===== src/rrg_pkg.sv =====
package rrg_pkg;

    // Block dimensions
    localparam int MAX_LOCI  = 6;
    localparam int FRAC_BITS = 16;
    localparam int RATE_REGS = MAX_LOCI - 1;
    localparam int ROW_DEPTH = 1 << MAX_LOCI;

    // Field widths
    localparam int GENO_W  = MAX_LOCI;
    localparam int LOCI_W  = 3;
    localparam int RATE_W  = 16;
    localparam int PROB_W  = FRAC_BITS + 1;
    localparam int MASK_W  = MAX_LOCI - 1;
    localparam int GAP_W   = 3;
    localparam int CFG_IDX_W = 3;

    // Q1.16 one, which is also the accumulator ceiling
    localparam logic [PROB_W-1:0] PROB_ONE = PROB_W'(1) << FRAC_BITS;

    // Configuration register indexes
    localparam logic [CFG_IDX_W-1:0] REG_NUM_LOCI   = 3'd0;
    localparam logic [CFG_IDX_W-1:0] REG_RATE_FIRST = 3'd1;
    localparam logic [CFG_IDX_W-1:0] REG_RATE_LAST  = 3'd5;

    // Sequencer states
    typedef enum logic [2:0] {
        ST_IDLE,
        ST_WEIGHT,
        ST_ACC1,
        ST_ACC2,
        ST_EMIT_RD,
        ST_EMIT_LD
    } rrg_state_t;

endpackage


===== src/rrg_ram.sv =====
module rrg_ram #(
    parameter int WIDTH = 17,
    parameter int DEPTH = 64
) (
    input  logic                     clk,
    input  logic                     we,
    input  logic [$clog2(DEPTH)-1:0] waddr,
    input  logic [WIDTH-1:0]         wdata,
    input  logic [$clog2(DEPTH)-1:0] raddr,
    output logic [WIDTH-1:0]         rdata
);

    logic [WIDTH-1:0] mem [DEPTH];

    // One write port, one registered read port (read returns old data on collision)
    always_ff @(posedge clk)
    begin
        if (we)
        begin
            mem[waddr] <= wdata;
        end
        rdata <= mem[raddr];
    end

endmodule


===== src/recombination_row_generator_core.sv =====
// Recombination row generator.
// Input channel (in_valid / in_stall) takes a pair of parent genotypes; a request
// is taken when in_valid is high and in_stall is low. in_stall is high while a row
// is being built or emitted, so one pair is worked on at a time.
// Output channel (out_valid / out_stall) returns 2^n results, zygote 0 upward,
// with last set on the final one. The output register holds its result while
// out_stall is high and the sequencer waits on it.
// Configuration channel (cfg_valid / cfg_ready, cfg_index, cfg_data) is always
// ready; index 0 is num_loci, indexes 1..5 are the gap rates. Write it only idle.
// For n loci, each of the 2^(n-1) crossover masks passes the weight through its n-1
// gaps on the single 17x17 multiplier, halves it while reading the first zygote, then
// does one read-modify-write per zygote on the accumulator RAM port. Emission does a
// RAM read and then loads the output register for each result.
// The accumulator row lives in a 64 x 17 RAM; per-entry valid flops are cleared
// when a pair is taken, so an entry not yet written reads as zero.
// Reset clears the sequencer, valid flops, output valid and the registers
// (num_loci = 1, rates = 0).
module recombination_row_generator_core (
    input  logic                          clk,
    input  logic                          rst_n,
    input  logic                          in_valid,
    output logic                          in_stall,
    input  logic [rrg_pkg::GENO_W-1:0]    parent_a,
    input  logic [rrg_pkg::GENO_W-1:0]    parent_b,
    output logic                          out_valid,
    input  logic                          out_stall,
    output logic [rrg_pkg::GENO_W-1:0]    zygote,
    output logic [rrg_pkg::PROB_W-1:0]    probability,
    output logic                          last,
    input  logic                          cfg_valid,
    output logic                          cfg_ready,
    input  logic [rrg_pkg::CFG_IDX_W-1:0] cfg_index,
    input  logic [rrg_pkg::RATE_W-1:0]    cfg_data
);

    import rrg_pkg::*;

    // Configuration registers
    logic [LOCI_W-1:0] num_loci_reg;
    logic [RATE_W-1:0] rate_reg [RATE_REGS];

    // Sequencer and datapath registers
    rrg_state_t        state_reg, state_next;
    logic [GENO_W-1:0] a_reg, a_next;
    logic [GENO_W-1:0] b_reg, b_next;
    logic [LOCI_W-1:0] n_reg, n_next;
    logic [MASK_W-1:0] mask_reg, mask_next;
    logic [GAP_W-1:0]  gap_reg, gap_next;
    logic [PROB_W-1:0] w_reg, w_next;
    logic [PROB_W-1:0] sum1_reg, sum1_next;
    logic [GENO_W-1:0] emit_reg, emit_next;
    logic [ROW_DEPTH-1:0] valid_reg, valid_next;

    // Output register
    logic              out_valid_reg, out_valid_next;
    logic [GENO_W-1:0] zygote_reg, zygote_next;
    logic [PROB_W-1:0] prob_reg, prob_next;
    logic              last_reg, last_next;

    // RAM port
    logic              ram_we;
    logic [GENO_W-1:0] ram_waddr;
    logic [PROB_W-1:0] ram_wdata;
    logic [GENO_W-1:0] ram_raddr;
    logic [PROB_W-1:0] ram_rdata;

    // Combinational helpers
    logic [LOCI_W-1:0]     n_used;
    logic [GENO_W-1:0]     lmask;
    logic [GENO_W-1:0]     mask_ext;
    logic [GENO_W-1:0]     z1;
    logic [GENO_W-1:0]     z2;
    logic [GAP_W-1:0]      gap_p1;
    logic                  gap_active;
    logic [PROB_W-1:0]     rate_ext;
    logic [PROB_W-1:0]     factor;
    logic [2*PROB_W-1:0]   product;
    logic [MASK_W-1:0]     mask_final;
    logic [GENO_W-1:0]     emit_final;
    logic [PROB_W-1:0]     acc_base;
    logic [PROB_W:0]       acc_sum;
    logic [PROB_W-1:0]     acc_sat;
    logic                  in_take;
    logic                  out_free;

    rrg_ram #(
        .WIDTH (PROB_W),
        .DEPTH (ROW_DEPTH)
    ) u_row_ram (
        .clk   (clk),
        .we    (ram_we),
        .waddr (ram_waddr),
        .wdata (ram_wdata),
        .raddr (ram_raddr),
        .rdata (ram_rdata)
    );

    // Configuration writes; always ready
    assign cfg_ready = 1'b1;

    always_ff @(posedge clk or negedge rst_n)
    begin
        if (!rst_n)
        begin
            num_loci_reg <= LOCI_W'(1);
            for (int i = 0; i < RATE_REGS; i++)
            begin
                rate_reg[i] <= '0;
            end
        end
        else if (cfg_valid)
        begin
            if (cfg_index == REG_NUM_LOCI)
            begin
                num_loci_reg <= cfg_data[LOCI_W-1:0];
            end
            else if (cfg_index inside {[REG_RATE_FIRST:REG_RATE_LAST]})
            begin
                rate_reg[cfg_index - REG_RATE_FIRST] <= cfg_data;
            end
        end
    end

    // Loci count clamped to 1..MAX_LOCI
    always_comb
    begin
        if (num_loci_reg == '0)
        begin
            n_used = LOCI_W'(1);
        end
        else if (num_loci_reg > LOCI_W'(MAX_LOCI))
        begin
            n_used = LOCI_W'(MAX_LOCI);
        end
        else
        begin
            n_used = num_loci_reg;
        end
    end

    assign lmask = GENO_W'((GENO_W+1)'(1) << n_used) - GENO_W'(1);

    // Zygotes for the current mask (parents are already limited to n loci)
    assign mask_ext = GENO_W'(mask_reg);
    assign z1 = (a_reg & ~mask_ext) | (b_reg & mask_ext);
    assign z2 = (b_reg & ~mask_ext) | (a_reg & mask_ext);

    // Per-gap factor: rate where the mask bits differ, one minus rate where they match
    assign gap_p1     = gap_reg + GAP_W'(1);
    assign gap_active = gap_p1 < n_reg;
    assign rate_ext   = PROB_W'(rate_reg[gap_reg]);
    assign factor     = (mask_ext[gap_reg] != mask_ext[gap_p1]) ? rate_ext
                                                                : PROB_ONE - rate_ext;
    assign product    = w_reg * factor;

    // Loop bounds for the latched loci count
    assign mask_final = MASK_W'((GENO_W'(1) << (n_reg - LOCI_W'(1))) - GENO_W'(1));
    assign emit_final = GENO_W'(((GENO_W+1)'(1) << n_reg) - (GENO_W+1)'(1));

    // Accumulator update with forwarding when both zygotes hit the same entry
    always_comb
    begin
        if (state_reg == ST_ACC2)
        begin
            if (z2 == z1)
            begin
                acc_base = sum1_reg;
            end
            else
            begin
                acc_base = valid_reg[z2] ? ram_rdata : '0;
            end
        end
        else
        begin
            acc_base = valid_reg[z1] ? ram_rdata : '0;
        end
    end

    assign acc_sum = (PROB_W+1)'(acc_base) + (PROB_W+1)'(w_reg);
    assign acc_sat = (acc_sum > (PROB_W+1)'(PROB_ONE)) ? PROB_ONE : acc_sum[PROB_W-1:0];

    // Handshake
    assign in_stall = (state_reg != ST_IDLE);
    assign in_take  = in_valid && (state_reg == ST_IDLE);
    assign out_free = !out_valid_reg || !out_stall;

    // Sequencer state register, entry valid flops and output valid
    always_ff @(posedge clk or negedge rst_n)
    begin
        if (!rst_n)
        begin
            state_reg     <= ST_IDLE;
            valid_reg     <= '0;
            out_valid_reg <= 1'b0;
        end
        else
        begin
            state_reg     <= state_next;
            valid_reg     <= valid_next;
            out_valid_reg <= out_valid_next;
        end
    end

    // Datapath registers
    always_ff @(posedge clk)
    begin
        a_reg      <= a_next;
        b_reg      <= b_next;
        n_reg      <= n_next;
        mask_reg   <= mask_next;
        gap_reg    <= gap_next;
        w_reg      <= w_next;
        sum1_reg   <= sum1_next;
        emit_reg   <= emit_next;
        zygote_reg <= zygote_next;
        prob_reg   <= prob_next;
        last_reg   <= last_next;
    end

    // Next state and datapath control
    always_comb
    begin
        state_next     = state_reg;
        a_next         = a_reg;
        b_next         = b_reg;
        n_next         = n_reg;
        mask_next      = mask_reg;
        gap_next       = gap_reg;
        w_next         = w_reg;
        sum1_next      = sum1_reg;
        emit_next      = emit_reg;
        valid_next     = valid_reg;
        zygote_next    = zygote_reg;
        prob_next      = prob_reg;
        last_next      = last_reg;
        out_valid_next = out_valid_reg;
        ram_we         = 1'b0;
        ram_waddr      = z1;
        ram_wdata      = acc_sat;
        ram_raddr      = z1;

        // Output register drains independently of the sequencer
        if (out_valid_reg && !out_stall)
        begin
            out_valid_next = 1'b0;
        end

        case (state_reg)
            ST_IDLE:
            begin
                if (in_take)
                begin
                    a_next     = parent_a & lmask;
                    b_next     = parent_b & lmask;
                    n_next     = n_used;
                    mask_next  = '0;
                    gap_next   = '0;
                    w_next     = PROB_ONE;
                    valid_next = '0;
                    state_next = ST_WEIGHT;
                end
            end

            // One gap per cycle, then halve and read the first zygote
            ST_WEIGHT:
            begin
                if (gap_active)
                begin
                    w_next   = product[FRAC_BITS +: PROB_W];
                    gap_next = gap_p1;
                end
                else
                begin
                    w_next     = w_reg >> 1;
                    ram_raddr  = z1;
                    state_next = ST_ACC1;
                end
            end

            // Write first zygote, read second
            ST_ACC1:
            begin
                ram_we          = 1'b1;
                ram_waddr       = z1;
                ram_wdata       = acc_sat;
                valid_next[z1]  = 1'b1;
                sum1_next       = acc_sat;
                ram_raddr       = z2;
                state_next      = ST_ACC2;
            end

            // Write second zygote, move to the next mask or to emission
            ST_ACC2:
            begin
                ram_we         = 1'b1;
                ram_waddr      = z2;
                ram_wdata      = acc_sat;
                valid_next[z2] = 1'b1;
                if (mask_reg == mask_final)
                begin
                    emit_next  = '0;
                    state_next = ST_EMIT_RD;
                end
                else
                begin
                    mask_next  = mask_reg + MASK_W'(1);
                    gap_next   = '0;
                    w_next     = PROB_ONE;
                    state_next = ST_WEIGHT;
                end
            end

            ST_EMIT_RD:
            begin
                ram_raddr  = emit_reg;
                state_next = ST_EMIT_LD;
            end

            // Load output register once it is free; read data holds meanwhile
            ST_EMIT_LD:
            begin
                ram_raddr = emit_reg;
                if (out_free)
                begin
                    out_valid_next = 1'b1;
                    zygote_next    = emit_reg;
                    prob_next      = valid_reg[emit_reg] ? ram_rdata : '0;
                    last_next      = (emit_reg == emit_final);
                    if (emit_reg == emit_final)
                    begin
                        state_next = ST_IDLE;
                    end
                    else
                    begin
                        emit_next  = emit_reg + GENO_W'(1);
                        state_next = ST_EMIT_RD;
                    end
                end
            end

            default:
            begin
                state_next = ST_IDLE;
            end
        endcase
    end

    assign out_valid   = out_valid_reg;
    assign zygote      = zygote_reg;
    assign probability = prob_reg;
    assign last        = last_reg;

endmodule


===== config.mk =====
export PLATFORM = sky130hd
export DESIGN_NAME = recombination_row_generator_core
export DESIGN_NICKNAME = d
export VERILOG_FILES = /design/src/rrg_pkg.sv /design/src/rrg_ram.sv /design/src/recombination_row_generator_core.sv
export SDC_FILE = /design/constraint.sdc
export NUM_CORES = 2
export LEC_CHECK = 0
export BUFFER_PORTS_ARGS = -buffer_cell sky130_fd_sc_hd__buf_2
export CORE_ASPECT_RATIO = 1.25
export CORE_MARGIN = 3
export CORE_UTILIZATION = 30
export DETAILED_ROUTE_END_ITERATION = 10
export PLACE_DENSITY = 0.42
export SLEW_MARGIN = 25
export SYNTH_ARGS = -nofsm -noshare
export SYNTH_HDL_FRONTEND = slang
export SYNTH_SLANG_ARGS = --single-unit

===== constraint.sdc =====
create_clock -name clk -period 24.5 [get_ports clk]
set_input_delay 2.45 -clock clk [delete_from_list [all_inputs] [get_ports clk]]
set_output_delay 2.45 -clock clk [all_outputs]
set_load 0.01 [all_outputs]

# --- Word level (Yosys, flattened, before mapping) ---
# Memory sizes are Yosys's and may differ from the RTL's. A register that Yosys moved wholly into a read port is not among the register bits.
# Index checks and enable logic that the tools add are counted.
totals:
  register_bits: 238
  mem_bits_rw: 1088
  in_bits: 36
  out_inout_bits: 27
  n_memories: 1
classes:
  add_sub_neg: 10
  n_mul: 1
  magnitude_cmp: 15
  eq_ne: 16
  n_shift: 3
  muxes: 59
  n_bitwise: 14
  n_reduce_logical: 29
mem_list:
  columns: ["memory", "depth", "word_bits", "read_ports", "rd_clocked_by_memory_dff", "write_ports", "line", "source"]
  rows:
  - ["u_row_ram.mem", 64, 17, 1, 1, 1, "rrg_ram.sv:13", "logic [WIDTH-1:0] mem [DEPTH];"]
ops:
  columns: ["cell", "count"]
  rows:
  - ["one-hot mux 64 bit (3 select lines)", 1]
  - ["2-to-1 mux 17 bit", 9]
  - ["OR 64 bit", 2]
  - ["bitwise mux 80 bit", 1]
  - ["2-to-1 mux 64 bit", 1]
  - ["one-hot mux 17 bit (3 select lines)", 1]
  - ["binary-select mux 16 bit (select 3 bit)", 1]
  - ["demux 16 bit (select 3 bit)", 1]
  - ["2-to-1 mux 16 bit", 3]
  - ["multiplier 17 x 17 -> 33 bit", 1]
  - ["2-to-1 mux 3 bit", 10]
  - ["bitwise AND 6 bit", 4]
  - ["2-to-1 mux 6 bit", 4]
  - ["one-hot mux 6 bit (2 select lines)", 2]
  - ["less-than comparator 6 x 7 -> 1 bit, second input constant", 3]
  - ["adder 17 x 17 -> 18 bit", 1]
  - ["binary-select mux 1 bit (select 6 bit)", 3]
  - ["> comparator 18 x 17 -> 1 bit, second input constant", 1]
  - ["one-hot mux 3 bit (6 select lines)", 1]
  - ["subtractor 17 x 16 -> 17 bit, first input constant", 1]
  - ["2-to-1 mux 1 bit", 13]
  - ["bitwise AND 6 x 5 -> 6 bit", 2]
  - ["demux 1 bit (select 6 bit)", 2]
  - ["equality test 6 bit", 2]
  - ["other kinds (41)", 77]

# --- Depth between registers and ports, before layout ---
depth:
  depth_word: 11
  ltp_mapped: 36
  ltp_nobuf: 33

# --- By module ---
# Synthesis repeated with hierarchy kept, for this count alone.
hier_totals:
  hier_cells: 4392
  area_unflattened_um2: 65675.5
modules_own_cells:
  columns: ["mod", "instances", "cells_each", "area_each_um2", "seq_area_each_um2"]
  rows:
  - ["rrg_ram", 1, 1953, 42344.4, 33011.7]
  - ["recombination_row_generator_core", 1, 2439, 23331.1, 6392.4]

# --- Worst setup path after synthesis ---
# No wires, ideal clock.
synth_timing:
  kind: "reg2reg"
  from: "reg mask_reg[0]"
  to: "reg sum1_reg[4], data pin"
  t_arrival_ns: 7.521
  required_ns: 23.813
  path_slack_ns: 16.292
  stages_incl_launch_ff: 24
  path_cell_list: "edfxtp_1 > buf_6 > mux2i_1 > mux4_2 > nor2b_1 > a211oi_1 > a31oi_1 > o22ai_1 > a211oi_1 > a41o_1 > buf_6 > a22o_1 > ha_1 > fa_1 > a21o_1 > a21oi_1 > nor2b_1 > o31ai_1 > a21oi_1 > a41o_1 > or2_0 > a211o_1 > clkbuf_1 > nor3_1"
synth_via:
  elab_chain_cells: 11
synth_lines:
  columns: ["item", "line", "source"]
  rows:
  - ["start, declared", "recombination_row_generator_core.sv:47", "logic [MASK_W-1:0] mask_reg, mask_next;"]
  - ["start signal, assigned", "recombination_row_generator_core.sv:211", "mask_reg <= mask_next;"]
  - ["NOT 5 -> 6 bit", "recombination_row_generator_core.sv:145, recombination_row_generator_core.sv:146", null]
  - ["bitwise AND 6 bit", "recombination_row_generator_core.sv:146", "assign z2 = (b_reg & ~mask_ext) | (a_reg & mask_ext);"]
  - ["OR 6 bit", "recombination_row_generator_core.sv:146", null]
  - ["binary-select mux 1 bit (select 6 bit)", "recombination_row_generator_core.sv:171", "acc_base = valid_reg[z2] ? ram_rdata : '0;"]
  - ["2-to-1 mux 1 bit (not written as such)", "recombination_row_generator_core.sv:171", null]
  - ["2-to-1 mux 17 bit", "recombination_row_generator_core.sv:171", null]
  - ["2-to-1 mux 17 bit", "recombination_row_generator_core.sv:165", "if (z2 == z1)"]
  - ["2-to-1 mux 17 bit (*)", "recombination_row_generator_core.sv:163", "if (state_reg == ST_ACC2)"]
  - ["adder 17 x 17 -> 18 bit (*)", "recombination_row_generator_core.sv:180", "assign acc_sum = (PROB_W+1)'(acc_base) + (PROB_W+1)'(w_reg);"]
  - ["> comparator 18 x 17 -> 1 bit", "recombination_row_generator_core.sv:181", "assign acc_sat = (acc_sum > (PROB_W+1)'(PROB_ONE)) ? PROB_ONE : acc_sum[PROB_W-1:0];"]
  - ["2-to-1 mux 17 bit (*)", "recombination_row_generator_core.sv:181", null]
  - ["via acc_sat[4]", "recombination_row_generator_core.sv:82", "logic [PROB_W-1:0] acc_sat;"]
  - ["end signal, assigned", "recombination_row_generator_core.sv:214", "sum1_reg <= sum1_next;"]
  - ["end, declared", "recombination_row_generator_core.sv:50", "logic [PROB_W-1:0] sum1_reg, sum1_next;"]
# Mark *: on every way through the listed nets, which the timed path passes. The rest lies on a longest branch. The select of a mux whose other input is x is not followed.
# A chain may end at the register's enable or synchronous reset.

# --- Worst setup path after layout ---
layout_timing:
  from: "reg gap_reg[1]"
  to: "reg w_reg[16], data pin"
layout_rtl:
  columns: ["item", "line", "source"]
  rows:
  - ["start, declared", "recombination_row_generator_core.sv:48", "logic [GAP_W-1:0] gap_reg, gap_next;"]
  - ["start signal, assigned", "recombination_row_generator_core.sv:212", "gap_reg <= gap_next;"]
  - ["adder 3 x 1 -> 3 bit (*)", "recombination_row_generator_core.sv:149", "assign gap_p1 = gap_reg + GAP_W'(1);"]
  - ["via gap_p1[1]", "recombination_row_generator_core.sv:73", "logic [GAP_W-1:0] gap_p1;"]
  - ["binary-select mux 1 bit (select 3 bit)", "recombination_row_generator_core.sv:152", "assign factor = (mask_ext[gap_reg] != mask_ext[gap_p1]) ? rate_ext"]
  - ["2-to-1 mux 1 bit (not written as such)", "recombination_row_generator_core.sv:152", null]
  - ["!= test 1 bit", "recombination_row_generator_core.sv:152", null]
  - ["2-to-1 mux 17 bit", "recombination_row_generator_core.sv:152", null]
  - ["multiplier 17 x 17 -> 33 bit", "recombination_row_generator_core.sv:154", "assign product = w_reg * factor;"]
  - ["2-to-1 mux 17 bit (*)", "recombination_row_generator_core.sv:268", "if (gap_active)"]
  - ["one-hot mux 17 bit (3 select lines) (*)", "recombination_row_generator_core.sv:249", "case (state_reg)"]
  - ["end signal, assigned", "recombination_row_generator_core.sv:213", "w_reg <= w_next;"]
  - ["end, declared", "recombination_row_generator_core.sv:49", "logic [PROB_W-1:0] w_reg, w_next;"]
# Marks and branches as above.

==> run summary <==
Outcome = complete, no violations
Data required time of the critical path = 25.02 ns
Final Util = 34.7%
Register area share after synthesis = 60.6%
Setup TNS = 0 ns
Setup CP Type = reg2reg
# clock sinks = 1343
Largest net degree at the start of global routing = 89
CP arrival = 9.91 ns
Vias per cell = 4.97
Filler cell count = 20800
Via count = 37900
Nets@finish = 5010
Most frequent cells in the layout = edfxtp_1, nand2_1, inv_1, mux4_2, fa_1
Placed cells = 7349
Total of max-cap violations = 0
GR Overflow Total = 0
Crit. End Element = register
Starting DRC count in detailed routing = 2938
Layout cell share with drive strength beyond 1 = 19.0%
Clock root buffer master = clkbuf_16
DRT Wirelength = 196000 um
Gr usage total = 17.6%
FF/Latch Area = 0.0394 sq mm
Skew final = 0.0454 ns
Clk_lat worst skew = 0.80 ns
Worst Setup Start Kind = register
Post-Synthesis Cell Area = 0.0651 sq mm
WL per Instance = 25.6 um
Clock-pin transition on the worst setup and hold timing paths = 0.06 ns
GRT Max-Usage Layer = met2
Grt met3 use = 2.61%
PostCTS Resize Cnt = 0
Top FF cell, synth = edfxtp_1
Fmax = 107 MHz
Die Ht = 527 um
TritonCTS clock tree = done
CTS Buffer Depth = 3
Post-Syn Area per Cell = 14.5 sq um
DRC Markers = 0
Worst Max-Slew Pin Slew = 1.10 ns
CP max stage delay = 0.82 ns
Multi-input gate area = 0.0240 sq mm
Number of port buffers = 61
CTS buffer count = 149
Dpl cell area = 0.0697 sq mm
Router iterations before antenna repair = 6
Final hold violation count = 0
EDFF count, synth = 1175
Placer's final routability congestion estimate = 0.805
Max reg flops = 1088
FFs w/ async S/R, synth = 11.2%
Worst slew margin = 26.2%
Final setup viols = 0
Final worst path period need = 9.39 ns
Chip width = 423 um
Synth warn = 0
Ports = 63
Cell mode on critical path = fa_1
H-tree depth = 4
Die footprint = 0.223 sq mm
Cells after Synth = 4488
Post-synth cell types = 87
Dpl hpwl = 124000 um
Initial Util = 30.2%
Synthesized flop and latch total = 1343
Final Cycle Share = 38.3%
GRT met2 Usage = 30.3%
RSZ-0062 raised after global routing = no
Post-route cell area = 0.0747 sq mm
CTS Hold Bufs = 0
Commonest non-fill, non-tap cell in the layout = edfxtp_1
Vias in the first global route = 39500
Cell Rows = 190
Met1 Track Usage GR = 23.1%
Detail Route Antenna Nets = 0
Core outline area = 0.215 sq mm
CP max stage cell = xnor2_2
Initial antenna violation count = 26
Critical-path maximum fanout = 20
Final Non-Filler Cells = 7629
First-pass GRT wire length = 287000 um
Worst hold path class = reg2reg
Post CTS Setup Buffer Count = 0
Area Growth Syn to Fin = 14.8%
Max Slew Vio Count = 0
## critical path, delay by kind of cell, from the launching register on
| family | cells | cell delay, ns |
|---|---|---|
| AOI/OAI and AO/OA | 8 | 1.53 |
| buffers and inverters | 5 | 0.27 |
| xor gates and xnor gates | 2 | 0.98 |
| muxes | 2 | 0.75 |
| adders and majority gates | 8 | 3.90 |
| DFF | 1 | 0.69 |
| and+or+nand+nor | 4 | 0.99 |
## cell usage after synthesis, types with 5 or more instances
| master | n | area, sq um |
|---|---|---|
| buf_6 | 8 | 90.1 |
| clkbuf_1 | 130 | 488 |
| nand2_1 | 513 | 1930 |
| nor4_1 | 23 | 144 |
| nand4_1 | 23 | 144 |
| buf_4 | 29 | 218 |
| o2bb2ai_1 | 10 | 87.6 |
| ha_1 | 131 | 1640 |
| o22ai_1 | 10 | 62.6 |
| nand3_1 | 185 | 926 |
| mux2i_1 | 117 | 1170 |
| a21oi_1 | 161 | 806 |
| buf_1 | 22 | 82.6 |
| nor3_1 | 31 | 155 |
| a311oi_1 | 9 | 78.8 |
| a21o_1 | 13 | 97.6 |
| dfrtp_1 | 150 | 3750 |
| buf_2 | 52 | 260 |
| xor2_1 | 26 | 228 |
| o21bai_1 | 5 | 37.5 |
| a211oi_1 | 12 | 90.1 |
| mux2_2 | 98 | 1100 |
| o31ai_1 | 9 | 67.6 |
| or3_1 | 7 | 43.8 |
| o21ai_0 | 44 | 220 |
| nor2b_1 | 54 | 338 |
| a221oi_1 | 52 | 455 |
| inv_1 | 301 | 1130 |
| o21a_1 | 10 | 75.1 |
| a31oi_1 | 16 | 100 |
| dfxtp_1 | 17 | 340 |
| and3_1 | 20 | 125 |
| and2_1 | 124 | 776 |
| edfxtp_1 | 1175 | 35300 |
| nand2b_1 | 8 | 50.1 |
| nor2_1 | 233 | 875 |
| fa_1 | 222 | 4440 |
| a22oi_1 | 39 | 293 |
| a22o_1 | 17 | 149 |
| a211o_1 | 19 | 166 |
| xnor2_1 | 45 | 394 |
| mux4_2 | 237 | 5340 |
## per-stage QoR
| step | setup WS, ns | hold slack [ns] |
|---|---|---|
| 2_1_floorplan | 16.29 | 0.424 |
| 4_1_cts | 15.13 | 0.506 |
| 3_3_place_gp | 14.98 | 0.487 |
| 6_report | 15.11 | 0.504 |
| 3_5_place_dp | 15.11 | 0.492 |
| 5_1_grt | 14.52 | 0.516 |
## logic make-up after synthesis
group / synth area share (%)
and+or+nand+nor: 8.82
adders and majority gates: 9.35
muxes: 11.9
AOI/OAI and AO/OA: 4.86
DFF: 60.6
buffers and inverters: 3.50
other: 0.00576
xor gates and xnor gates: 0.981
## area by class of cell
cell class | instances | area share [%]
well taps | 2880 | 4.82
repair buffers | 223 | 2.12
clock buffers | 186 | 5.34
flip-flops and latches | 1343 | 52.7
diodes | 5 | 0.0167
multi-input cells | 2602 | 32.2
clock inverters | 88 | 1.29
inverters | 302 | 1.52
## layer usage
metal,up-vias,part of all wire (%)
met5,-,0.017
met4,4,2.7
met3,236,3.8
met2,860,50
met1,20000,43
li1,16800,-
## path summary, 6_finish.rpt
path                                          start                        end  slack [ns]  cells after the start
setup / recovery           gap_reg[1]$_SDFFCE_PN0P_    w_reg[16]$_SDFFCE_PN1P_       15.11                     29
hold / removal             rate_reg[20]$_DFFE_PN0P_   rate_reg[20]$_DFFE_PN0P_        0.50                      1
setup reg to reg           gap_reg[1]$_SDFFCE_PN0P_    w_reg[16]$_SDFFCE_PN1P_       15.11                     29
hold reg to reg            rate_reg[20]$_DFFE_PN0P_   rate_reg[20]$_DFFE_PN0P_        0.50                      1
max in group asynchronous                     rst_n  valid_reg[10]$_DFFE_PN0P_       21.59                      3
min in group asynchronous                     rst_n    rate_reg[7]$_DFFE_PN0P_        1.75                      1
Power is not shown: default switching activity piles up to over one toggle a cycle in this logic, so the estimate is an artifact.
